`src/hdl/ghq_pkg.sv`:
```
// shared types, constants and saturating arithmetic helpers for the
// generalized heterogeneity q slope block; no dependencies
package ghq_pkg;

  localparam int MAX_STUDIES = 256;
  localparam int CNT_W = $clog2(MAX_STUDIES + 1);
  localparam int Q_DEPTH = 2;
  localparam int Q_AW = $clog2(Q_DEPTH);

  localparam logic [1:0] STATUS_OK = 2'd0;
  localparam logic [1:0] STATUS_ZERO_WEIGHT = 2'd1;
  localparam logic [1:0] STATUS_SATURATED = 2'd2;

  localparam logic [5:0] SH_NONE = 6'd0;
  localparam logic [5:0] SH_Q16 = 6'd16;
  localparam logic [5:0] SH_Q32 = 6'd32;

  localparam logic signed [63:0] INT64_MAX = 64'sh7FFF_FFFF_FFFF_FFFF;
  localparam logic signed [63:0] INT64_MIN = 64'sh8000_0000_0000_0000;

  // one queued study: effect plus weight denominator
  typedef struct packed {
    logic signed [31:0] effect;
    logic [63:0]        denom;
    logic               last;
  } ghq_entry_t;

  typedef enum logic [3:0] {
    ST_IDLE, ST_WSEL, ST_WDIV, ST_LOAD, ST_MUL, ST_RND, ST_ACC,
    ST_FIN, ST_MDIV, ST_CMB1, ST_CMB2, ST_CMB3, ST_OUT
  } ghq_state_e;

  typedef enum logic [3:0] {
    OP_WE, OP_WEE, OP_WW, OP_WWE, OP_WWEE, OP_T1, OP_MU2, OP_QP, OP_DP
  } ghq_op_e;

  // magnitude of a signed 64-bit value
  function automatic logic [63:0] mag64(input logic signed [63:0] v);
    mag64 = v[63] ? (64'd0 - v) : v;
  endfunction

  // saturate a 65-bit exact sum to int64, flag in the top bit
  function automatic logic [64:0] sat65(input logic signed [64:0] s);
    if (s[64] != s[63]) begin
      sat65 = s[64] ? {1'b1, INT64_MIN} : {1'b1, INT64_MAX};
    end else begin
      sat65 = {1'b0, s[63:0]};
    end
  endfunction

  function automatic logic [64:0] add_sat(input logic signed [63:0] a,
                                          input logic signed [63:0] b);
    logic signed [64:0] s;
    s = {a[63], a} + {b[63], b};
    add_sat = sat65(s);
  endfunction

  function automatic logic [64:0] sub_sat(input logic signed [63:0] a,
                                          input logic signed [63:0] b);
    logic signed [64:0] s;
    s = {a[63], a} - {b[63], b};
    sub_sat = sat65(s);
  endfunction

  // round half away from zero on a magnitude, shift, then sign and saturate
  function automatic logic [64:0] fx_round(input logic [127:0] prod,
                                           input logic [5:0]   sh,
                                           input logic         neg);
    logic [127:0] half;
    logic [127:0] p;
    logic [63:0]  lim;
    logic [63:0]  m;
    logic         sat;
    half = (sh == SH_NONE) ? 128'd0 : (128'd1 << (sh - 6'd1));
    p = (prod + half) >> sh;
    lim = neg ? 64'h8000_0000_0000_0000 : 64'h7FFF_FFFF_FFFF_FFFF;
    sat = (p[127:64] != 64'd0) || (p[63:0] > lim);
    m = sat ? lim : p[63:0];
    fx_round = {sat, neg ? (64'd0 - m) : m};
  endfunction

endpackage

```
`src/hdl/ghq_front.sv`:
```
// front end: accepts studies, squares the standard error and forms the
// weight denominator; depends on ghq_pkg
module ghq_front (
  input  logic                clk_i,
  input  logic                rst_ni,
  input  logic                in_valid_i,
  output logic                in_ready_o,
  input  logic signed [31:0]  effect_i,
  input  logic [31:0]         std_error_i,
  input  logic                last_i,
  input  logic [31:0]         variance_offset_i,
  output logic                push_valid_o,
  input  logic                push_ready_i,
  output ghq_pkg::ghq_entry_t push_entry_o
);

  logic               s_valid_q, s_valid_d;
  logic signed [31:0] s_effect_q;
  logic [63:0]        s_sq_q;
  logic               s_last_q;
  logic [64:0]        denom_sum;
  logic               take;

  assign in_ready_o = !s_valid_q || push_ready_i;
  assign take = in_valid_i && in_ready_o;

  // stage valid
  always_comb begin
    s_valid_d = s_valid_q;
    if (take) begin
      s_valid_d = 1'b1;
    end else if (push_ready_i) begin
      s_valid_d = 1'b0;
    end
  end

  always_ff @(posedge clk_i or negedge rst_ni) begin
    if (!rst_ni) begin
      s_valid_q <= 1'b0;
    end else begin
      s_valid_q <= s_valid_d;
    end
  end

  // square of the standard error
  always_ff @(posedge clk_i) begin
    if (take) begin
      s_effect_q <= effect_i;
      s_sq_q     <= std_error_i * std_error_i;
      s_last_q   <= last_i;
    end
  end

  // denominator saturates at all ones
  assign denom_sum = {1'b0, s_sq_q} + {17'd0, variance_offset_i, 16'd0};

  always_comb begin
    push_entry_o.effect = s_effect_q;
    push_entry_o.denom  = denom_sum[64] ? {64{1'b1}} : denom_sum[63:0];
    push_entry_o.last   = s_last_q;
  end

  assign push_valid_o = s_valid_q;

endmodule

```
`config.mk`:
```
export PLATFORM = sky130hd
export DESIGN_NAME = ghq_front
export DESIGN_NICKNAME = d
export VERILOG_FILES = /design/src/hdl/ghq_pkg.sv /design/src/hdl/ghq_front.sv
export SDC_FILE = /design/constraint.sdc
export NUM_CORES = 2
export LEC_CHECK = 0
export CAP_MARGIN = 40
export CORE_MARGIN = 2
export CORE_UTILIZATION = 43
export CTS_CLUSTER_DIAMETER = 100
export DETAILED_ROUTE_END_ITERATION = 16
export DONT_BUFFER_PORTS = 1
export GPL_TIMING_DRIVEN = 0
export SLEW_MARGIN = 15
export SYNTH_ARGS = -nofsm -noshare
export SYNTH_HDL_FRONTEND = slang
export SYNTH_SLANG_ARGS = --single-unit
export TNS_END_PERCENT = 10
```
`constraint.sdc`:
```
create_clock -name clk_i -period 3.2 [get_ports clk_i]
set_clock_uncertainty 0.15 [all_clocks]
set_input_delay 0.16 -clock clk_i [delete_from_list [all_inputs] [get_ports clk_i]]
set_output_delay 0.16 -clock clk_i [all_outputs]
set_load 0.02 [all_outputs]
```
==> run summary <==
first-pass GRT wire length: 171,000 um
number of buffers added on ports: 0
final worst-path setup slack: -4.05 ns
clk sinks: 97
count of state elements after synthesis: 97
Mapped Cells: 3,678
antenna-violating nets left: 0
Synthesis Warnings: 0
Worst Max-Slew Pin Slew: 0.689 ns
CTS max path bufs: 2
GRT Total Usage: 27.9%
gpl congestion: 0.986
initial antenna violation count: 7
setup violators final: 123
Seq/Total Area, Yosys: 8.32%
Mapped Area: 35,000 um2
Critical Path AT: 7.20 ns
DRT iter0 DRCs: 1,834
Cell variety after synth: 78
WS Path Type: in2reg
Root Buffer: clkbuf_16
Die W: 289 um
cell row count: 104
main flop type after synthesis: edfxtp_1
Final Slew Violations: 0
type of origin of the critical path: input pin
NumNets Final: 5,101
DRC viols: 0
vias per std cell: 5.26
Period minus WS final: 7.25 ns
largest net degree at the start of global routing: 59
outcome: finished, violations left
Peak Freq: 138 MHz
final non-filler cell total: 4,943
Crit. End Element: flip-flop
Reg clk slew, reported paths: 0.07 ns
largest fanout on the critical path: 7
Syn Area/Cell: 9.51 um2
routed length per instance: 22.9 um
number of global-route vias before repair: 27,800
Placed Cells: 4,756
final hold vios: 0
worst skew pair latency: 0.36 ns
# IOs: 200
ys async rst share: 1.03%
Max Cap Viol: 0
Initial Util: 43.4%
Post-synth EDFFs: 96
Total Wirelength: 113,000 um
CTS tree: done
Final Cycle Share: 227%
die area: 83,600 um2
grt total ovfl: 0
via count: 26,000
TritonCTS Buffers: 9
Syn Nets: 4,903
Worst Hold Class: in2reg
Die Height: 289 um
RSZ-0062 raised after global routing: yes
htree depth: 3
Post-DP HPWL: 91,900 um
Slew headroom: 53.6%
layout cells sized above 1: 18.0%
TNS Setup: -233.84 ns
core area: 80,500 um2
violated checks: negative setup slack
CP required: 3.15 ns
worst slack at placement: -5.40 ns
TritonRoute pass-1 iters: 5
area grow syn2layout: 18.1%
timing repair:
action,in CTS,in global routing
resized for setup,379,193
setup endpoints to repair,123,123
endpoints found under the hold margin,36,0
gates cloned,1,1
hold buffers,37,0
pin swaps,97,107
buffers inserted,108,31
Yosys cell counts (all sizes together), types with 3 or more instances:
library cell / instances / share of area [%]
a211o: 6 / 0.15
xor2: 56 / 1.4
nand2b: 23 / 0.41
fa: 793 / 45
a21boi: 3 / 0.064
o21bai: 16 / 0.34
o2111ai: 4 / 0.10
a211oi: 13 / 0.29
o31ai: 6 / 0.14
nand2: 348 / 3.7
o211ai: 14 / 0.30
ha: 331 / 12
edfxtp: 96 / 8.2
and2: 242 / 4.3
nand3: 22 / 0.33
inv: 989 / 11
nor3: 25 / 0.36
or3: 5 / 0.089
buf: 12 / 0.26
a21oi: 106 / 1.5
a21o: 65 / 1.4
o21ai: 63 / 0.93
mux2: 8 / 0.26
clkbuf: 128 / 1.4
xnor2: 72 / 1.8
or2: 8 / 0.14
a31oi: 21 / 0.50
and3: 19 / 0.34
a221oi: 3 / 0.075
o21a: 4 / 0.086
a31o: 14 / 0.35
nor2: 84 / 0.90
mux2i: 4 / 0.11
nand4: 18 / 0.32
a41oi: 6 / 0.15
nor2b: 13 / 0.23
a311oi: 3 / 0.075
sequential cells by signal (all words and copies together), names as in the netlist:
signal	flops
push_valid_o	1
s_last_q	1
s_effect_q	32
s_sq_q	63
area by class of cell:
cell class | count | area [um2]
well taps | 1060 | 1330
fillers | 7394 | 39300
clock buffers | 9 | 225
repair buffers | 195 | 1840
inverters | 989 | 3740
clock inverters | 7 | 62.6
flip-flops and latches | 97 | 2910
multi-input cells | 2452 | 29500
diodes | 2 | 5.00
plain buffers | 132 | 1690
critical path, cell delays in order:
cell       delay (ns)
clkbuf_16        0.15
clkbuf_16        0.16
buf_4            0.14
nand2_1          0.07
fa_1             0.44
inv_1            0.11
fa_2             0.46
fa_1             0.53
inv_1            0.06
fa_1             0.47
inv_1            0.05
fa_1             0.48
fa_2             0.59
fa_1             0.43
fa_2             0.62
ha_4             0.22
clkbuf_8         0.16
a21o_1           0.21
a31oi_4          0.20
o221ai_4         0.16
a2111oi_4        0.36
a211o_1          0.24
a31oi_4          0.16
a211o_1          0.31
a21oi_2          0.14
xnor2_1          0.11
cells in the final DEF, fill, tap and decap left out, types with 16 or more instances in the layout:
cell type | netlist | layout
inv_1 | 989 | 948
fa_1 | 793 | 735
ha_1 | 331 | 302
nand2_1 | 348 | 280
and2_1 | 241 | 205
buf_4 | 1 | 122
edfxtp_1 | 96 | 96
a21oi_1 | 105 | 75
xnor2_1 | 72 | 69
a21o_1 | 65 | 65
nor2_1 | 84 | 64
fa_2 | 0 | 58
nand2_2 | 0 | 54
xor2_1 | 56 | 52
clkbuf_16 | 0 | 47
o21ai_0 | 56 | 37
dlygate4sd3_1 | 0 | 37
inv_2 | 0 | 34
and2_4 | 0 | 34
buf_6 | 5 | 27
ha_4 | 0 | 27
clkbuf_2 | 2 | 21
a21oi_2 | 0 | 21
clkbuf_4 | 0 | 20
nor3_1 | 25 | 20
clkbuf_1 | 126 | 19
nor2_2 | 0 | 19
and3_1 | 19 | 18
nand4_1 | 18 | 18
nand3_1 | 21 | 18
nand2b_2 | 0 | 16
per-stage QoR:
| step | util [%] | hold slack, ns | instance area, um2 |
|---|---|---|---|
| after floorplan | - | -0.286 | 35700 |
| after global placement | 46.0 | -0.286 | 37000 |
| after detailed placement | 46.3 | -0.286 | 37300 |
| after CTS | 50.2 | 0.00221 | 40400 |
| after global routing | 51.3 | 0.0394 | 41300 |
| final | 51.3 | 0.0247 | 41300 |
routing by layer:
layer | global-route usage, % | share of wire (%) | up-vias
met3 | 4.87 | 7.3 | 249
met1 | 36.3 | 40 | 13300
met4 | 13.9 | 6.2 | 2
li1 | - | - | 11500
met2 | 45.0 | 47 | 963
met5 | 0 | 0.011 | -
worst paths after layout:
check                                    startpoint                        to  slack (ns)  cells past startpoint
max                                  std_error_i[7]      s_sq_q[56]$_DFFE_PP_       -4.05                     26
min                                    push_ready_i  push_valid_o$_DFFE_PN0P_        0.02                      2
max reg2reg                push_valid_o$_DFFE_PN0P_      s_sq_q[22]$_DFFE_PP_        1.01                      3
min reg2reg                push_valid_o$_DFFE_PN0P_  push_valid_o$_DFFE_PN0P_        0.71                      2
max in group asynchronous                    rst_ni  push_valid_o$_DFFE_PN0P_        2.42                      2
min in group asynchronous                    rst_ni  push_valid_o$_DFFE_PN0P_        0.38                      2
kinds of logic after synthesis:
logic type / Yosys count / share of synthesized area (%)
buffers and inverters: 1129 / 12.3
and+or+nand+nor: 819 / 11.5
xor gates and xnor gates: 128 / 3.21
AOI/OAI and AO/OA: 369 / 7.12
muxes: 12 / 0.372
adders and majority gates: 1124 / 57.2
DFF: 97 / 8.32
Power is left out: the tool's default activity adds up to more than one toggle a clock period on the data nets, which glitch-free logic cannot reach.
