## src/hdl/ghq_pkg.sv

```systemverilog
// shared types, constants and saturating arithmetic helpers for the
// generalized heterogeneity q slope block; no dependencies
package ghq_pkg;

  localparam int MAX_STUDIES = 256;
  localparam int CNT_W = $clog2(MAX_STUDIES + 1);
  localparam int Q_DEPTH = 2;
  localparam int Q_AW = $clog2(Q_DEPTH);

  localparam logic [1:0] STATUS_OK = 2'd0;
  localparam logic [1:0] STATUS_ZERO_WEIGHT = 2'd1;
  localparam logic [1:0] STATUS_SATURATED = 2'd2;

  localparam logic [5:0] SH_NONE = 6'd0;
  localparam logic [5:0] SH_Q16 = 6'd16;
  localparam logic [5:0] SH_Q32 = 6'd32;

  localparam logic signed [63:0] INT64_MAX = 64'sh7FFF_FFFF_FFFF_FFFF;
  localparam logic signed [63:0] INT64_MIN = 64'sh8000_0000_0000_0000;

  // one queued study: effect plus weight denominator
  typedef struct packed {
    logic signed [31:0] effect;
    logic [63:0]        denom;
    logic               last;
  } ghq_entry_t;

  typedef enum logic [3:0] {
    ST_IDLE, ST_WSEL, ST_WDIV, ST_LOAD, ST_MUL, ST_RND, ST_ACC,
    ST_FIN, ST_MDIV, ST_CMB1, ST_CMB2, ST_CMB3, ST_OUT
  } ghq_state_e;

  typedef enum logic [3:0] {
    OP_WE, OP_WEE, OP_WW, OP_WWE, OP_WWEE, OP_T1, OP_MU2, OP_QP, OP_DP
  } ghq_op_e;

  // magnitude of a signed 64-bit value
  function automatic logic [63:0] mag64(input logic signed [63:0] v);
    mag64 = v[63] ? (64'd0 - v) : v;
  endfunction

  // saturate a 65-bit exact sum to int64, flag in the top bit
  function automatic logic [64:0] sat65(input logic signed [64:0] s);
    if (s[64] != s[63]) begin
      sat65 = s[64] ? {1'b1, INT64_MIN} : {1'b1, INT64_MAX};
    end else begin
      sat65 = {1'b0, s[63:0]};
    end
  endfunction

  function automatic logic [64:0] add_sat(input logic signed [63:0] a,
                                          input logic signed [63:0] b);
    logic signed [64:0] s;
    s = {a[63], a} + {b[63], b};
    add_sat = sat65(s);
  endfunction

  function automatic logic [64:0] sub_sat(input logic signed [63:0] a,
                                          input logic signed [63:0] b);
    logic signed [64:0] s;
    s = {a[63], a} - {b[63], b};
    sub_sat = sat65(s);
  endfunction

  // round half away from zero on a magnitude, shift, then sign and saturate
  function automatic logic [64:0] fx_round(input logic [127:0] prod,
                                           input logic [5:0]   sh,
                                           input logic         neg);
    logic [127:0] half;
    logic [127:0] p;
    logic [63:0]  lim;
    logic [63:0]  m;
    logic         sat;
    half = (sh == SH_NONE) ? 128'd0 : (128'd1 << (sh - 6'd1));
    p = (prod + half) >> sh;
    lim = neg ? 64'h8000_0000_0000_0000 : 64'h7FFF_FFFF_FFFF_FFFF;
    sat = (p[127:64] != 64'd0) || (p[63:0] > lim);
    m = sat ? lim : p[63:0];
    fx_round = {sat, neg ? (64'd0 - m) : m};
  endfunction

endpackage

```

## src/hdl/ghq_fifo.sv

```systemverilog
// short queue between front and back end
// depends on ghq_pkg
module ghq_fifo (
  input  logic                clk_i,
  input  logic                rst_ni,
  input  logic                push_valid_i,
  output logic                push_ready_o,
  input  ghq_pkg::ghq_entry_t push_entry_i,
  output logic                pop_valid_o,
  input  logic                pop_ready_i,
  output ghq_pkg::ghq_entry_t pop_entry_o
);

  ghq_pkg::ghq_entry_t            mem_q [ghq_pkg::Q_DEPTH];
  logic [ghq_pkg::Q_AW-1:0]       wr_ptr_q, rd_ptr_q;
  logic [ghq_pkg::Q_AW:0]         fill_q;
  logic                           push, pop;

  assign push_ready_o = (fill_q != (ghq_pkg::Q_AW+1)'(ghq_pkg::Q_DEPTH));
  assign pop_valid_o  = (fill_q != '0);
  assign push = push_valid_i && push_ready_o;
  assign pop  = pop_valid_o && pop_ready_i;
  assign pop_entry_o = mem_q[rd_ptr_q];

  // pointers and fill level
  always_ff @(posedge clk_i or negedge rst_ni) begin
    if (!rst_ni) begin
      wr_ptr_q <= '0;
      rd_ptr_q <= '0;
      fill_q   <= '0;
    end else begin
      if (push) begin
        wr_ptr_q <= (wr_ptr_q == ghq_pkg::Q_AW'(ghq_pkg::Q_DEPTH - 1)) ? '0 : wr_ptr_q + 1'b1;
      end
      if (pop) begin
        rd_ptr_q <= (rd_ptr_q == ghq_pkg::Q_AW'(ghq_pkg::Q_DEPTH - 1)) ? '0 : rd_ptr_q + 1'b1;
      end
      if (push && !pop) begin
        fill_q <= fill_q + 1'b1;
      end else if (pop && !push) begin
        fill_q <= fill_q - 1'b1;
      end
    end
  end

  // storage
  always_ff @(posedge clk_i) begin
    if (push) begin
      mem_q[wr_ptr_q] <= push_entry_i;
    end
  end

endmodule

```

## config.mk

```make
export PLATFORM = sky130hd
export DESIGN_NAME = ghq_fifo
export DESIGN_NICKNAME = d
export VERILOG_FILES = /design/src/hdl/ghq_pkg.sv /design/src/hdl/ghq_fifo.sv
export SDC_FILE = /design/constraint.sdc
export NUM_CORES = 1
export LEC_CHECK = 0
export BUFFER_PORTS_ARGS = -buffer_cell sky130_fd_sc_hd__buf_4
export CORE_MARGIN = 5
export CORE_UTILIZATION = 47
export DETAILED_ROUTE_END_ITERATION = 10
export GPL_TIMING_DRIVEN = 0
export PLACE_DENSITY = 0.82
export RECOVER_POWER = 50
export SETUP_SLACK_MARGIN = 0.4
export SLEW_MARGIN = 10
export SYNTH_ARGS = -nofsm -noshare
export SYNTH_HDL_FRONTEND = slang
export SYNTH_SLANG_ARGS = --single-unit
```

## constraint.sdc

```tcl
create_clock -name clk_i -period 5.4 [get_ports clk_i]
set_input_delay 0.27 -clock clk_i [delete_from_list [all_inputs] [get_ports clk_i]]
set_output_delay 0.27 -clock clk_i [all_outputs]
set_load 0.01 [all_outputs]
```

==> impl_metrics.prom, run 1 <==
# TYPE chip_impl_metric gauge
chip_impl_metric{name="fin_cells",unit=""} 745
chip_impl_info{name="dominantRegCellSynth",value="edfxtp_1"} 1
chip_impl_metric{name="crit_path_max_incr_delay",unit="ps"} 1700
chip_impl_metric{name="synth-async-reset-ratio",unit="%"} 2.02
chip_impl_metric{name="antenna_cells_inserted",unit=""} 0
chip_impl_metric{name="synth.ff_latch_count",unit=""} 198
chip_impl_metric{name="dpl.cell_count",unit=""} 711
chip_impl_info{name="worstPathCellList",value="nand2b_1 -> and3_1 -> buf_16"} 1
chip_impl_info{name="status",value="complete, but fails checks"} 1
chip_impl_info{name="critPathTopFamily",value="simple AND/OR/NAND/NOR gates"} 1
chip_impl_metric{name="drc",unit=""} 0
chip_impl_metric{name="synthesis.yosys.warnings",unit=""} 0
chip_impl_info{name="cts_tree",value="yes"} 1
chip_impl_metric{name="wl_met3",unit="um"} 1180
chip_impl_metric{name="route.vias.total",unit=""} 3667
chip_impl_metric{name="grt_overflow",unit=""} 0
chip_impl_metric{name="worst-path-max-fanout",unit=""} 51
chip_impl_metric{name="totalNegativeSetupSlack",unit="ps"} 0
chip_impl_info{name="cts_root_buf",value="clkbuf_16"} 1
chip_impl_info{name="critical_path.startpoint_type",value="flip-flop"} 1
chip_impl_metric{name="grt_antenna_before_repair",unit=""} 0
chip_impl_metric{name="postRouteWirelength",unit="um"} 13800
chip_impl_metric{name="leakage",unit="nW"} 3.56
chip_impl_metric{name="final_layout_size_suffix_gt1_share",unit="%"} 55.5
chip_impl_info{name="biggest_area_contributors_in_the_synthesized_netlist",value="edfxtp_1, mux2_2, mux2_4, dfrtp_1, buf_6"} 1
chip_impl_info{name="regToRegStartpoint",value="fill_q[0]"} 1
chip_impl_metric{name="cts_sink_cnt",unit=""} 198
chip_impl_metric{name="global_route.usage.total",unit="%"} 15.4
chip_impl_metric{name="ff2ff_path_depth",unit=""} 3
chip_impl_metric{name="cp.buffers_inverters",unit=""} 1
chip_impl_info{name="rr_endpoint",value="mem_q[1][88]"} 1
chip_impl_metric{name="start_util",unit="%"} 47.8
chip_impl_metric{name="place_ws",unit="ps"} 3340
chip_impl_info{name="crit_slowest_cell",value="and3_1"} 1
chip_impl_metric{name="regToRegSetupSlack",unit="ps"} 2420
chip_impl_metric{name="wire_length_of_the_first_global_routing_pass",unit="um"} 21100
chip_impl_metric{name="ys_types",unit=""} 15
chip_impl_metric{name="grt_max_degree",unit=""} 52
chip_impl_info{name="ys_top_cells_by_count",value="edfxtp_1, mux2_2, mux2_4, buf_2"} 1
chip_impl_metric{name="powerDensity",unit="mW/mm2"} 535
chip_impl_metric{name="mappedNetlistArea",unit="mm2"} 0.00727
chip_impl_metric{name="cts_setup_buffers",unit=""} 0
chip_impl_metric{name="die_area",unit="mm2"} 0.0180
chip_impl_metric{name="multi_input_comb_area",unit="mm2"} 0.00126
chip_impl_info{name="unrepaired_setup_endpoints_after_global_routing",value="false"} 1
chip_impl_metric{name="timing.critical_path.required",unit="ps"} 5490
chip_impl_metric{name="timing.final.crit_period",unit="ps"} 2980
chip_impl_metric{name="maximum_buffer_depth_of_the_clock_tree",unit=""} 2
chip_impl_info{name="top_metal_used",value="met4"} 1
chip_impl_metric{name="portBuffers",unit=""} 199
chip_impl_metric{name="post-route-period-util",unit="%"} 55.1
chip_impl_info{name="synth.largest_area_cell",value="edfxtp_1"} 1
chip_impl_metric{name="via_per_inst",unit=""} 4.92
chip_impl_metric{name="first_global_vias",unit=""} 3942
chip_impl_metric{name="dieWidth",unit="um"} 134
chip_impl_metric{name="tightestPinTransition",unit="ps"} 2270
chip_impl_metric{name="worst_slew_margin_rel",unit="%"} -51.2
chip_impl_info{name="violated_checks",value="max-capacitance violations, max-slew violations"} 1
chip_impl_info{name="crit_path_end",value="mem_q[1][88]"} 1
chip_impl_metric{name="drt_iter0_markers",unit=""} 163
chip_impl_metric{name="layout.filler_cells",unit=""} 1085
chip_impl_metric{name="hold-worst-slack",unit="ps"} 54.4
chip_impl_metric{name="clock-skew-final",unit="ps"} 7.98
chip_impl_metric{name="floorplan.die.height",unit="um"} 134
chip_impl_metric{name="detail_route.first_pass.iterations",unit=""} 4
chip_impl_metric{name="layout-area-overhead-vs-synth",unit="%"} 31.2
chip_impl_metric{name="dp.final_hpwl",unit="um"} 9640
chip_impl_metric{name="wl_met2",unit="um"} 7230
chip_impl_info{name="yosys.cell_count.top_type",value="edfxtp_1"} 1
chip_impl_metric{name="finalHoldViolations",unit=""} 0
chip_impl_metric{name="cts_resized",unit=""} 0
chip_impl_metric{name="setup_slack",unit="ps"} 2420
chip_impl_metric{name="worst_ir_drop_vdd",unit="V"} 0.000288
chip_impl_metric{name="place.gp.congestion",unit=""} 0.701
chip_impl_metric{name="path_depth",unit=""} 3
chip_impl_metric{name="critPathArrivalTime",unit="ps"} 3070
chip_impl_metric{name="synth_top_cell_area_share",unit="%"} 80.2
chip_impl_info{name="worstSetupPathType",value="reg2reg"} 1
chip_impl_metric{name="drt-wirelength-per-cell",unit="um"} 18.5
chip_impl_metric{name="ys_seq_area_share",unit="%"} 81.5
chip_impl_metric{name="wirelength_met1",unit="um"} 5230
chip_impl_metric{name="netlist_instances",unit=""} 320
chip_impl_metric{name="ioPinCount",unit=""} 200
chip_impl_metric{name="finalSetupViolations",unit=""} 0
chip_impl_metric{name="final_antenna_net_count",unit=""} 0
chip_impl_metric{name="synthesis.nets",unit=""} 422
chip_impl_info{name="hp-class",value="in2reg"} 1
chip_impl_info{name="worstSetupEndpointType",value="flip-flop"} 1
chip_impl_metric{name="h-tree-depth",unit=""} 4
chip_impl_metric{name="reg_area",unit="mm2"} 0.00593
chip_impl_info{name="critPathLaunch",value="fill_q[0]"} 1
chip_impl_metric{name="synth_edf_count",unit=""} 194
chip_impl_metric{name="clk_pin_slew",unit="ps"} 70
chip_impl_metric{name="slew_violations",unit=""} 64
chip_impl_metric{name="finish.net_count",unit=""} 646
chip_impl_metric{name="tritoncts.num_buffers",unit=""} 17
chip_impl_metric{name="syn_area_cell",unit="um2"} 22.7
chip_impl_metric{name="worstSkewPairLatency",unit="ps"} 420
chip_impl_metric{name="clock.fmax",unit="MHz"} 336
chip_impl_metric{name="core.rowCount",unit=""} 45
chip_impl_metric{name="core-area",unit="mm2"} 0.0152
chip_impl_metric{name="max_cap_violations",unit=""} 2
chip_impl_metric{name="cts_hold_buf",unit=""} 1
## routing by layer
metal / vias up / GRT usage (%)
li1: 1718 / -
met1: 1803 / 17.5
met2: 133 / 26.5
met3: 13 / 6.90
met4: 0 / 4.19
met5: - / 0
## state kept, by name, indices dropped and copies added, names as in the netlist
signal	count
wr_ptr_q	1
rd_ptr_q	1
mem_q	194
fill_q	2
## kinds of logic after synthesis
logic type | Yosys count | share of synthesized area [%]
flip-flops | 198 | 81.5
multiplexers | 97 | 16.1
buffers and inverters | 12 | 1.15
AND/OR/NAND/NOR | 7 | 0.465
XOR/XNOR | 5 | 0.603
adder cells (fa/ha/maj) | 1 | 0.172
## placed cells by master, fill, tap and decap left out, types with 4 or more instances in the layout
cell | synthesis | final
clkbuf_16 | 0 | 17
buf_2 | 7 | 7
mux2_4 | 20 | 20
clkinv_2 | 0 | 5
buf_6 | 4 | 4
clkbuf_4 | 0 | 69
edfxtp_1 | 194 | 194
buf_4 | 0 | 99
mux2_2 | 77 | 77
clkbuf_1 | 0 | 33
dfrtp_1 | 4 | 4
## worst min path at each step
| stage | from | endpoint | depth (start not counted) |
|---|---|---|---|
| 2_1_floorplan | rst_ni | fill_q[0] | 0 |
| 3_3_place_gp | rst_ni | fill_q[0] | 1 |
| 3_5_place_dp | rst_ni | rd_ptr_q | 1 |
| 4_1_cts | push_entry_i[11] | mem_q[0][11] | 1 |
| 5_1_grt | push_entry_i[57] | mem_q[0][57] | 1 |
| 6_report | push_entry_i[11] | mem_q[0][11] | 1 |
## layout make-up
cell class                      count  area share (%)
Buffer                             11           0.840
Clock buffer                       19            4.54
Clock inverter                     13            1.10
Inverter                            1          0.0394
Multi-Input combinational cell    110            13.2
Sequential cell                   198            62.2
Tap cell                          188            2.47
Timing Repair Buffer              205            15.7
## per-stage QoR
step,instance area (um2),total power [mW],utilization [%]
finish,9530,5.10,62.7
detailed placement,9100,4.03,59.9
floorplan,7270,3.21,-
global placement,9000,3.96,59.2
CTS,9650,5.19,63.5
global route,9530,5.35,62.7
## power breakdown
group / total [mW] / switching (mW) / internal (mW)
logic: 1.75 / 0.831 / 0.921
registers: 2.19 / 0.0807 / 2.10
clock network: 1.16 / 0.525 / 0.633
total: 5.10 / 1.44 / 3.66
No activity file was read; power rests on OpenSTA's default activity.
==> run 2, diff against run 1 <==
- clock period: 5.4 -> 2.6 ns (I/O delays scaled with it)
==> run 2 against run 1 <==
  * Cell count is 13% higher
  * Hold slack worse by 5.9 ps
  * The flow now finishes without violations
  * Sequential share of layout area fell by 6.7 points
  * Largest cell class unchanged
==> impl_metrics.prom, run 2 (synthesis gave the netlist of run 1 again) <==
# TYPE chip_impl_metric gauge
chip_impl_metric{name="netSwitchingFraction",unit="%"} 27.8
chip_impl_metric{name="clock.fmax",unit="MHz"} 497
chip_impl_metric{name="largest_register_ffs",unit=""} 194
chip_impl_metric{name="slew_violations",unit=""} 0
chip_impl_metric{name="leakage",unit="nW"} 4.06
chip_impl_metric{name="cts_hold_buf",unit=""} 98
chip_impl_info{name="layout_commonest_cell",value="edfxtp_1"} 1
chip_impl_metric{name="internal_power",unit="mW"} 8.20
chip_impl_metric{name="start_util",unit="%"} 47.8
chip_impl_metric{name="place.gp.congestion",unit=""} 0.766
chip_impl_info{name="cts_root_buf",value="clkbuf_16"} 1
chip_impl_metric{name="cts_resized",unit=""} 0
chip_impl_metric{name="worst_slew_margin_rel",unit="%"} 45.9
chip_impl_metric{name="wire_length_of_the_first_global_routing_pass",unit="um"} 25100
chip_impl_metric{name="share_clk_of_total_power",unit="%"} 26.1
chip_impl_metric{name="core.rowCount",unit=""} 45
chip_impl_metric{name="crit_path_max_incr_delay",unit="ps"} 650
chip_impl_metric{name="clk_pin_slew",unit="ps"} 70
chip_impl_info{name="status",value="complete, no violations"} 1
chip_impl_metric{name="net_sw_power",unit="mW"} 3.15
chip_impl_metric{name="critPathArrivalTime",unit="ps"} 2120
chip_impl_metric{name="via_per_inst",unit=""} 4.89
chip_impl_metric{name="postRouteWirelength",unit="um"} 16000
chip_impl_metric{name="finalHoldViolations",unit=""} 0
chip_impl_metric{name="grt_overflow",unit=""} 0
chip_impl_metric{name="fin_cells",unit=""} 843
chip_impl_info{name="worstSetupPathType",value="reg2reg"} 1
chip_impl_metric{name="dpl.cell_count",unit=""} 712
chip_impl_metric{name="cts_sink_cnt",unit=""} 198
chip_impl_info{name="largest_registers",value="mem_q x194, fill_q x2"} 1
chip_impl_metric{name="post-route-period-util",unit="%"} 77.4
chip_impl_info{name="crit_slowest_cell",value="nor2_4"} 1
chip_impl_metric{name="first_global_vias",unit=""} 4610
chip_impl_info{name="register_ranked_first_by_flip_flop_count",value="mem_q"} 1
chip_impl_metric{name="drc",unit=""} 0
chip_impl_metric{name="core-area",unit="mm2"} 0.0152
chip_impl_metric{name="global_route.usage.total",unit="%"} 18.1
chip_impl_metric{name="floorplan.die.height",unit="um"} 134
chip_impl_metric{name="clock-skew-final",unit="ps"} 7.68
chip_impl_metric{name="total_power_of_the_final_layout",unit="mW"} 11.4
chip_impl_metric{name="final_layout_size_suffix_gt1_share",unit="%"} 49.5
chip_impl_metric{name="drt-wirelength-per-cell",unit="um"} 19.0
chip_impl_metric{name="finalSetupViolations",unit=""} 0
chip_impl_metric{name="portBuffers",unit=""} 199
chip_impl_info{name="unrepaired_setup_endpoints_after_global_routing",value="false"} 1
chip_impl_metric{name="cp.buffers_inverters",unit=""} 1
chip_impl_metric{name="maximum_buffer_depth_of_the_clock_tree",unit=""} 2
chip_impl_metric{name="timing.critical_path.required",unit="ps"} 2710
chip_impl_metric{name="final_antenna_net_count",unit=""} 0
chip_impl_info{name="worstSetupEndpointType",value="flip-flop"} 1
chip_impl_metric{name="power.share.sequential",unit="%"} 40.0
chip_impl_info{name="worstPathCellList",value="nand2b_1 -> nand2_1 -> nor2_4 -> buf_12"} 1
chip_impl_metric{name="h-tree-depth",unit=""} 4
chip_impl_info{name="cts_tree",value="yes"} 1
chip_impl_metric{name="dp.final_hpwl",unit="um"} 9990
chip_impl_metric{name="worst_ir_drop_vdd",unit="V"} 0.000735
chip_impl_info{name="layout.cells.most_common_list",value="edfxtp_1, buf_4, dlygate4sd3_1"} 1
chip_impl_metric{name="layout-area-overhead-vs-synth",unit="%"} 47.1
chip_impl_metric{name="grt_max_degree",unit=""} 36
chip_impl_info{name="hp-class",value="in2reg"} 1
chip_impl_metric{name="place_ws",unit="ps"} 721
chip_impl_metric{name="tritoncts.num_buffers",unit=""} 17
chip_impl_info{name="critPathTopFamily",value="simple AND/OR/NAND/NOR gates"} 1
chip_impl_metric{name="setup_slack",unit="ps"} 588
chip_impl_metric{name="finish.net_count",unit=""} 743
chip_impl_metric{name="tightestPinTransition",unit="ps"} 811
chip_impl_metric{name="worstSkewPairLatency",unit="ps"} 420
chip_impl_metric{name="grt_antenna_before_repair",unit=""} 0
chip_impl_metric{name="ioPinCount",unit=""} 200
chip_impl_metric{name="dieWidth",unit="um"} 134
chip_impl_metric{name="powerDensity",unit="mW/mm2"} 1060
chip_impl_metric{name="die_area",unit="mm2"} 0.0180
chip_impl_metric{name="drt_iter0_markers",unit=""} 176
chip_impl_metric{name="fin_util",unit="%"} 70.3
chip_impl_metric{name="pwr-share-comb",unit="%"} 33.9
chip_impl_info{name="critical_path.startpoint_type",value="flip-flop"} 1
chip_impl_metric{name="detail_route.first_pass.iterations",unit=""} 4
chip_impl_metric{name="cts_setup_buffers",unit=""} 0
chip_impl_metric{name="route.vias.total",unit=""} 4122
chip_impl_metric{name="max_cap_violations",unit=""} 0
chip_impl_metric{name="worst-path-max-fanout",unit=""} 29
chip_impl_metric{name="timing.final.crit_period",unit="ps"} 2010
## run 2: cell types whose count changed in the layout (fill, tap and decap cells not counted), moves of 2 or more
| cell | previous run | this run |
|---|---|---|
| buf_12 | 2 | 4 |
| bufinv_16 | 1 | 6 |
| clkbuf_1 | 33 | 22 |
| clkbuf_4 | 69 | 78 |
| clkinv_2 | 5 | 2 |
| dlygate4sd3_1 | 2 | 98 |
## run 2: layer usage
metal  GRT usage, %  part of all wire (%)  vias to the layer above
li1               -                     -                     1919
met1           20.9                    38                     2046
met2           32.2                    54                      131
met3           4.95                   5.5                       26
met4           6.96                   2.2                        0
met5              0                     0                        -
## run 2: per-stage QoR
stage | area [um2] | hold WS, ps | setup TNS (ps)
after floorplan | 7290 | -166 | 0
after global routing | 10700 | 42.2 | 0
after CTS | 10800 | 6.15 | 0
final | 10700 | 48.5 | 0
after global placement | 9020 | -72.3 | -75380
after detailed placement | 9130 | -70.8 | 0
## run 2: final cells by class
cell class | instances | area [um2]
flip-flops and latches | 198 | 5930
fillers | 937 | 4520
repair buffers | 302 | 2500
multi-input cells | 110 | 1270
clock buffers | 17 | 425
clock inverters | 15 | 248
well taps | 188 | 235
plain buffers | 11 | 80.1
inverters | 1 | 3.75
diodes | 1 | 2.50
## run 2: power by group through the flow
stage,clock [mW],combinational (mW),sequential (mW)
finish,2.96,3.85,4.54
global route,3.15,4.11,4.60
CTS,3.01,3.94,4.54
detailed placement,0,3.79,4.60
global placement,0,3.60,4.61
floorplan,0,2.07,4.57
## run 2: worst min-delay path, delay by kind of cell
kind | cells | cell delay (ps)
buffers and inverters | 1 | 120
and+or+nand+nor | 1 | 110
xor gates and xnor gates | 1 | 80
## run 2: worst paths after layout
kind | cells past startpoint | end | slack, ps | startpoint
max | 4 | mem_q[0][82] | 590 | fill_q[0]
min | 3 | rd_ptr_q | 50 | pop_ready_i
max reg2reg | 4 | mem_q[0][82] | 590 | fill_q[0]
min reg2reg | 1 | fill_q[1] | 500 | fill_q[1]
max in group asynchronous | 2 | fill_q[0] | 2350 | rst_ni
min in group asynchronous | 2 | wr_ptr_q | 60 | rst_ni
